<file path="src/rtl/lft_pkg.sv">
// Shared types and constants of the failed-login lockout table.
package lft_pkg;

    localparam int TIME_BITS    = 48;
    localparam int COUNT_BITS   = 16;
    localparam int REMOVED_BITS = 13;
    localparam int CMD_BITS     = 2;
    localparam int IN_KEY_BITS  = 64;
    localparam int CFG_IDX_BITS = 2;
    localparam int CFG_DAT_BITS = 32;
    localparam int ATTEMPT_BITS = 8;
    localparam int LOCK_BITS    = 32;

    localparam logic [CFG_IDX_BITS-1:0] CFG_FREE_ATTEMPTS = 2'd0;
    localparam logic [CFG_IDX_BITS-1:0] CFG_BASE_LOCK     = 2'd1;
    localparam logic [CFG_IDX_BITS-1:0] CFG_MAX_LOCK      = 2'd2;
    localparam logic [CFG_IDX_BITS-1:0] CFG_FORGET        = 2'd3;

    localparam logic [ATTEMPT_BITS-1:0] FREE_ATTEMPTS_RST = 8'd5;
    localparam logic [LOCK_BITS-1:0]    BASE_LOCK_RST     = 32'd30000;
    localparam logic [LOCK_BITS-1:0]    MAX_LOCK_RST      = 32'd960000;
    localparam logic [LOCK_BITS-1:0]    FORGET_RST        = 32'd3600000;

    typedef enum logic [CMD_BITS-1:0] {
        CMD_QUERY   = 2'd0,
        CMD_FAIL    = 2'd1,
        CMD_SUCCESS = 2'd2,
        CMD_EXPIRE  = 2'd3
    } cmd_t;

    typedef enum logic [3:0] {
        ST_CLEAR,
        ST_IDLE,
        ST_SCAN,
        ST_PICK,
        ST_AGE,
        ST_CHECK,
        ST_BACKOFF,
        ST_WRITE,
        ST_DONE
    } state_t;

    // Request to the lockout length unit.
    typedef struct packed {
        logic                  start;
        logic [COUNT_BITS-1:0] over;
        logic [LOCK_BITS-1:0]  base;
        logic [LOCK_BITS-1:0]  cap;
    } bo_req_t;

    // Answer of the lockout length unit.
    typedef struct packed {
        logic                 done;
        logic [LOCK_BITS-1:0] lock;
    } bo_rsp_t;

endpackage

</file>
<file path="src/rtl/lft_backoff.sv">
// Lockout length unit: doubles the base length once a cycle, as often as asked, up to the cap.
module lft_backoff (
    input  logic              aclk,
    input  logic              aresetn,
    input  lft_pkg::bo_req_t  req,
    output lft_pkg::bo_rsp_t  rsp
);

    logic                           busy_reg;
    logic [lft_pkg::LOCK_BITS:0]    lock_reg;
    logic [lft_pkg::COUNT_BITS-1:0] over_reg;
    logic                           step;

    // A zero length stays zero, so doubling stops there as well.
    assign step = (over_reg != '0) && (lock_reg < {1'b0, req.cap}) && (lock_reg != '0);

    always_ff @(posedge aclk) begin
        if (!aresetn) begin
            busy_reg <= 1'b0;
        end else if (req.start) begin
            busy_reg <= 1'b1;
        end else if (busy_reg && !step) begin
            busy_reg <= 1'b0;
        end
    end

    always_ff @(posedge aclk) begin
        if (req.start) begin
            lock_reg <= {1'b0, req.base};
            over_reg <= req.over;
        end else if (busy_reg && step) begin
            lock_reg <= {lock_reg[lft_pkg::LOCK_BITS-1:0], 1'b0};
            over_reg <= over_reg - 1'b1;
        end
    end

    assign rsp.done = busy_reg && !step;
    assign rsp.lock = (lock_reg > {1'b0, req.cap}) ? req.cap
                                                   : lock_reg[lft_pkg::LOCK_BITS-1:0];

endmodule

</file>
<file path="config.mk">
export PLATFORM = sky130hd
export DESIGN_NAME = lft_backoff
export DESIGN_NICKNAME = d
export VERILOG_FILES = /design/src/rtl/lft_pkg.sv /design/src/rtl/lft_backoff.sv
export SDC_FILE = /design/constraint.sdc
export NUM_CORES = 1
export LEC_CHECK = 0
export ABC_AREA = 1
export BUFFER_PORTS_ARGS = -buffer_cell sky130_fd_sc_hd__buf_2
export CELL_PAD_IN_SITES_DETAIL_PLACEMENT = 1
export CELL_PAD_IN_SITES_GLOBAL_PLACEMENT = 1
export CORE_MARGIN = 3
export CORE_UTILIZATION = 30
export CTS_CLUSTER_DIAMETER = 80
export DETAILED_ROUTE_END_ITERATION = 10
export GPL_TIMING_DRIVEN = 1
export PLACE_DENSITY_LB_ADDON = 0.1
export SLEW_MARGIN = 15
export SYNTH_ARGS = -nofsm -noshare
export SYNTH_HDL_FRONTEND = slang
export SYNTH_SLANG_ARGS = --single-unit
</file>
<file path="constraint.sdc">
create_clock -name aclk -period 6.5 [get_ports aclk]
set_clock_uncertainty 0.2 [all_clocks]
set_input_delay 1.3 -clock aclk [delete_from_list [all_inputs] [get_ports aclk]]
set_output_delay 1.3 -clock aclk [all_outputs]
set_load 0.05 [all_outputs]
</file>
## Word-level counts from Yosys, hierarchy flattened

Cells that the tools add are included.

- Flip-flop bits (word level): 50
- Word-level logic and storage cells: 23
- Output and inout port bits: 33
- Input bits: 83

- Add/sub/neg operators: 1
- Reductions and logical operators: 9
- $lt $le $gt $ge: 2
- Multiplexer cells: 7

Operators with widths:

| kind | count |
|---|---|
| 32-bit two-way mux | 3 |
| 33-bit by 32-bit greater-than comparator with 1-bit output | 1 |
| 33-bit by 32-bit less-than comparator with 1-bit output | 1 |
| 33-bit nonzero test | 1 |
| 16-bit two-way mux | 2 |
| 16-bit nonzero test | 1 |
| 16-bit by 1-bit subtractor with 16-bit output, second input constant | 1 |
| 1-bit logical AND | 4 |
| 2-bit nonzero test | 2 |
| 1-bit two-way mux | 2 |
| 1-bit logical NOT | 1 |

## Logic depth before layout (Yosys ltp)

Gate-level depths: netlist of run 1.

- Depth after elaboration: 7
- Gate-level depth with buffers: 16
- Mapped depth without buffers: 15

## Worst setup path before layout of run 1

No wires, ideal clock.

- Path type: input port to output port
- From: input port req[30] (netlist bit)
- To: output port rsp[11] (netlist bit)
- Required time: 5,000 ps
- Slack: 1,749 ps
- Stages on the path: 13
- Path buffers: 1
- Arrival: 3,251 ps
- Cell sequence: inv_1 -> ha_1 -> nand2_1 -> nor2_1 -> nand3_2 -> nor2_1 -> nand2_1 -> nand2_1 -> nor2_2 -> nand2_4 -> o21ai_4 -> buf_6 -> o21ai_1

RTL lines:

| item | RTL line | source |
|---|---|---|
| start, declared | lft_backoff.sv:5 | `input lft_pkg::bo_req_t req,` |
| end, declared | lft_backoff.sv:6 | `output lft_pkg::bo_rsp_t rsp` |

==> results_dict.tcl, run 1 <==
set metrics [dict create \
    top_usage_layer "met2" \
    yosysTopAreaCellShare 0.3672 \
    syn_to_final_growth_pct 22.31 \
    overflow 0 \
    numPortBuffers 115 \
    p_leak_uw 0.002410 \
    final_hold_viol_count 0 \
    worstSetupPathType "primary input to output pin" \
    place_inst 796 \
    drive_gt1_frac 0.2706 \
    intPower_uw 694.5 \
    worst_pin_slew_ns 0.6809 \
    hp-class "register to register" \
    drv_slew 0 \
    ys_warn_count 0 \
    critPathMaxFanout 44 \
    synthDistinctLibCells 30 \
    grt_max_degree 59 \
    root_buffer "clkbuf_16" \
    synth_cells 521 \
    swShare 0.4427 \
    detail_route.wl_per_cell_um 14.20 \
    cts_resized 0 \
    path_cells "buf_2 -> inv_1 -> ha_1 -> nand2_1 -> nor4_2 -> nand2_1 -> o21ai_4 -> buf_12 -> nand2_1 -> o21ai_1 -> buf_2" \
    instances_no_fill 804 \
    p_total_uw 1246 \
    clkPwrFrac 0.219 \
    drt-total-wl_um 11420 \
    start_kind "primary input" \
    grt_use_met2 0.2955 \
    drtIter0Drc 102 \
    max_stage_delay_ns 0.56 \
    clk_pin_slew_ns 0.07 \
    largest_reg_flops 33 \
    crit_required_ns 5.00 \
    grt_usage 0.1605 \
    viasPerCell 4.611 \
    cts_tree "yes" \
    cellPowerDensity_mw_per_mm2 259.6 \
    fill_cells 1682 \
    cpMaxStageDelayCell "o21ai_4" \
    row_count 41 \
    initial_core_util 0.3085 \
    arrival_ns 3.67 \
    synth_nets 637 \
    slew_headroom 0.5443 \
    fmax_ghz 0.1933 \
    nNetsFinal 747 \
    seq_power_share 0.353 \
    grt_pass1_wl_um 18790 \
    gr-usage-met3 0.02572 \
    synth.largest_area_cell "edfxtp_1" \
    avgSynthCellArea_um2 7.534 \
    io_pins 116 \
    clk_path_buf_depth 2 \
    cts.sinks 50 \
    grt_util_met1 0.1967 \
    finalSetupViolations 0 \
    num_vias 3707 \
    p_sw_uw 551.8 \
    critPathCaptureType "output pin" \
    post_cts_buffers 0 \
    period_share 0.7961 \
    drc 0 \
    rsz0062_at_grt "false" \
    outcome "completed" \
    n_antenna_cell 0 \
    first_pass_iters 4 \
    tns_ns 0 \
    cts_hold_buffers 0 \
    p_comb_frac 0.429 \
    yosysSeqAreaShare 0.3774 \
    synthesis.area_mm2 0.003925 \
    hpwlAfterDp_um 8893 \
    layout_min_cycle_time_ns 5.175 \
    cts_buffers 5 \
    antenna_found_initial 0 \
    die_x_um 120.4 \
    core_mm2 0.01272 \
    ys_ff_latch 50 \
    drv_cap 0 \
    place_congestion 0.7543 \
    clk_latency_ns 0.30 \
    grt_pass1_vias 3977 \
    detail-route-antenna-nets 0 \
    ys_top_cells_by_area "edfxtp_1 (37%), nand2_1 (18%), ha_1 (11%)" \
    vdd_drop_max_mv 0.1089 \
    path_common_cell "nand2_1" \
    htree_levels 2 \
    die_h_um 120.4 \
    die_area_mm2 0.01449 \
]
[layer usage]
layer  vias to the layer above  routed length [um]
met5                         -                   0
met4                         0                 148
met3                        14                 409
met2                        68                5768
met1                      1725                5091
li1                       1900                   -
[cells by family (layout without fill, tap and decap cells)]
| logic type | after synthesis | in the layout | synth area share |
|---|---|---|---|
| xor+xnor | 6 | 6 | 0.01339 |
| flops | 50 | 50 | 0.3774 |
| compound gates | 76 | 76 | 0.1297 |
| simple gates | 275 | 275 | 0.2853 |
| buf+inv | 81 | 192 | 0.08894 |
| fa+ha+maj | 33 | 33 | 0.1052 |
[cell type report]
class | count | area (um^2) | area share
clock inverters | 3 | 20.02 | 0.004170
multi-input cells | 390 | 2097 | 0.4368
inverters | 65 | 244.0 | 0.05082
well taps | 172 | 215.2 | 0.04483
repair buffers | 119 | 618.1 | 0.1287
flip-flops and latches | 50 | 1481 | 0.3086
clock buffers | 5 | 125.1 | 0.02606
[Yosys cell counts]
cell,count
edfxtp_1,48
nand4_1,4
a21o_1,2
ha_1,33
a31oi_1,4
buf_6,6
o21ai_1,5
or2_2,4
nand2_1,187
o21ai_2,27
xnor2_1,3
nor2_1,54
o21ai_0,18
nor2_2,4
xor2_1,3
nand3_2,2
nor3_2,1
a21boi_0,1
nand3_1,12
nor4_1,1
dfxtp_1,2
o21ai_4,1
a21oi_1,17
nor4_2,1
inv_1,63
a21oi_2,1
inv_2,2
nand2_4,1
clkbuf_1,10
nor3_1,4
[path summary, 6_finish.rpt]
check | start | end | slack, ns | cells after the start
min reg2reg | lock_reg[31] | lock_reg[32] | 0.38 | 2
min | lock_reg[31] | lock_reg[32] | 0.38 | 2
max | req[24] | rsp[1] | 1.33 | 11
max reg2reg | lock_reg[4] | lock_reg[27] | 3.34 | 13
[cells in the final DEF (no fill, tap or decap), types with 2 or more instances in the layout]
cell type and instances:
nand2_1 186, buf_2 115, inv_1 63, nor2_1 54, edfxtp_1 48, ha_1 33, o21ai_2 27, o21ai_0 18
a21oi_1 17, nand3_1 12, o21ai_1 5, clkbuf_16 5, or2_2 4, nor3_1 4, nor2_2 4, a31oi_1 4
nand4_1 4, xor2_1 3, xnor2_1 3, buf_4 3, nand3_2 2, inv_2 2, a21o_1 2, dfxtp_1 2
[stage by stage]
stage | setup WS, ns | utilization | cell area, um^2 | hold WS, ns
floorplan | 1.749 | - | 3925 | 0.3258
global placement | 1.306 | 0.3660 | 4656 | 0.3499
detailed placement | 1.276 | 0.3660 | 4656 | 0.3684
CTS | 1.270 | 0.3774 | 4801 | 0.3850
global route | 1.067 | 0.3774 | 4801 | 0.4013
finish | 1.325 | 0.3774 | 4801 | 0.3820
[power groups by stage]
stage	sequential, uW	combinational (uW)	clock, uW
detailed placement	448	542	0
global route	447	588	296
global placement	447	530	0
finish	440	534	273
floorplan	435	419	0
CTS	440	544	282
[worst max-delay path: cells and delay by family]
family                     cells  cell delay (ns)
AOI/OAI and AO/OA              2             0.67
buffers and inverters          4             0.74
and+or+nand+nor                4             0.62
adders and majority gates      1             0.32
Note: power is estimated with default switching activity, not from simulation.
==> inputs of run 2 (changes only) <==
clock period = 4.9 ns   (was 6.5 ns; I/O delays follow)
==> run 2 against run 1 <==
Effect of this change:
- combinational power rose by 33%
- die area did not move
- utilization rose by 0.32 points
- worst hold slack got worse by 0.013 ns
- first-iteration DRC count rose by 8.8%
==> results_dict.tcl, run 2 (same netlist as run 1, synthesis figures left out) <==
set metrics [dict create \
    fill_cells 1631 \
    worst_pin_slew_ns 0.9478 \
    antenna_found_initial 0 \
    first_pass_iters 4 \
    htree_levels 2 \
    place_congestion 0.7741 \
    die_x_um 120.4 \
    initial_core_util 0.3085 \
    cts_resized 0 \
    die_area_mm2 0.01449 \
    grt_pass1_wl_um 18260 \
    layout_min_cycle_time_ns 4.494 \
    root_buffer "clkbuf_16" \
    instances_no_fill 805 \
    clk_pin_slew_ns 0.07 \
    drt-total-wl_um 11230 \
    largest_reg_flops 33 \
    detail-route-antenna-nets 0 \
    critPathMaxFanout 21 \
    clk_path_buf_depth 2 \
    numPortBuffers 115 \
    fmax_ghz 0.2225 \
    final_util 0.3806 \
    place_inst 797 \
    grt_usage 0.1580 \
    cts_buffers 5 \
    cts_hold_buffers 0 \
    hpwlAfterDp_um 8860 \
    drtIter0Drc 111 \
    cts_tree "yes" \
    vdd_drop_max_mv 0.1690 \
    drv_cap 0 \
    hp-class "register to register" \
    outcome "completed" \
    post_cts_buffers 0 \
    grt_max_degree 58 \
    most-common-layout-cells "nand2_1 (186), buf_2 (115), inv_1 (63)" \
    crit_required_ns 3.72 \
    tns_ns 0 \
    drv_slew 0 \
    start_kind "primary input" \
    critPathCaptureType "output pin" \
    slew_headroom 0.3674 \
    drc 0 \
    worstSetupPathType "primary input to output pin" \
    die_h_um 120.4 \
    final_hold_viol_count 0 \
    detail_route.wl_per_cell_um 13.95 \
    row_count 41 \
    clk_latency_ns 0.31 \
    n_antenna_cell 0 \
    regArea_mm2 0.001481 \
    rsz0062_at_grt "false" \
    cellPowerDensity_mw_per_mm2 351.6 \
    cts.sinks 50 \
    overflow 0 \
    final_common_cell "nand2_1" \
    io_pins 116 \
    finalSetupViolations 0 \
    multi_input_area_mm2 0.002097 \
    syn_to_final_growth_pct 23.37 \
    p_leak_uw 0.002429 \
    core_mm2 0.01272 \
    period_share 0.9172 \
    arrival_ns 3.31 \
    drive_gt1_frac 0.2717 \
    viasPerCell 4.504 \
    grt_pass1_vias 3806 \
    num_vias 3626 \
    nNetsFinal 748 \
]
[run 2: cell count changes in the layout (fill, tap and decap cells not counted)]
cell       previous run  this run
buf_12                1         2
clkbuf_1              0         1
clkinv_1              1         0
inv_6                 1         0
bufinv_16             0         1
[run 2: where the power goes]
group,internal (uW),leakage [uW],switching (uW)
Sequential,534,0.000499,48.3
Clock,242,0.0000771,168
Combinational,201,0.00185,509
Total,977,0.00243,725
[run 2: layout make-up]
| type | instances | area share |
|---|---|---|
| clock buffers | 6 | 0.02662 |
| clock inverters | 2 | 0.007752 |
| inverters | 65 | 0.05039 |
| multi-input cells | 390 | 0.4331 |
| flip-flops and latches | 50 | 0.3059 |
| well taps | 172 | 0.04444 |
| repair buffers | 120 | 0.1318 |
[run 2: path summary, 6_finish.rpt]
check / endpoint / from / slack, ns / cells after the start
max reg2reg: lock_reg[6] / lock_reg[4] / 2.09 / 13
min reg2reg: lock_reg[32] / lock_reg[32] / 0.37 / 4
max: rsp[1] / req[12] / 0.41 / 13
min: lock_reg[32] / lock_reg[32] / 0.37 / 4
[run 2: worst max-delay path, stage by stage]
cell and delay [ns]:
buf_2 0.08, inv_1 0.05, ha_1 0.29, nand2_1 0.08, inv_2 0.06, nand2_1 0.07, nor4_2 0.21, nand2_1 0.12
o21ai_4 0.58, buf_4 0.35, nand2_1 0.08, o21ai_1 0.08, buf_2 0.28
[run 2: layer usage]
layer | GRT usage | vias to the layer above | part of all wire
met1 | 0.2019 | 1649 | 0.45
met5 | 0 | - | 0
met2 | 0.2759 | 60 | 0.50
met3 | 0.02339 | 8 | 0.033
met4 | 0.04745 | 0 | 0.013
li1 | - | 1909 | -
[run 2: metrics by stage]
step	setup WS, ns	hold slack (ns)	area [um^2]	total power (uW)
finish	0.4059	0.3686	4842	1703
global route	0.1352	0.4377	4842	1812
CTS	0.3493	0.3722	4842	1730
detailed placement	0.3532	0.3609	4676	1315
global placement	0.4306	0.3490	4676	1302
floorplan	0.7889	0.3258	3925	1133
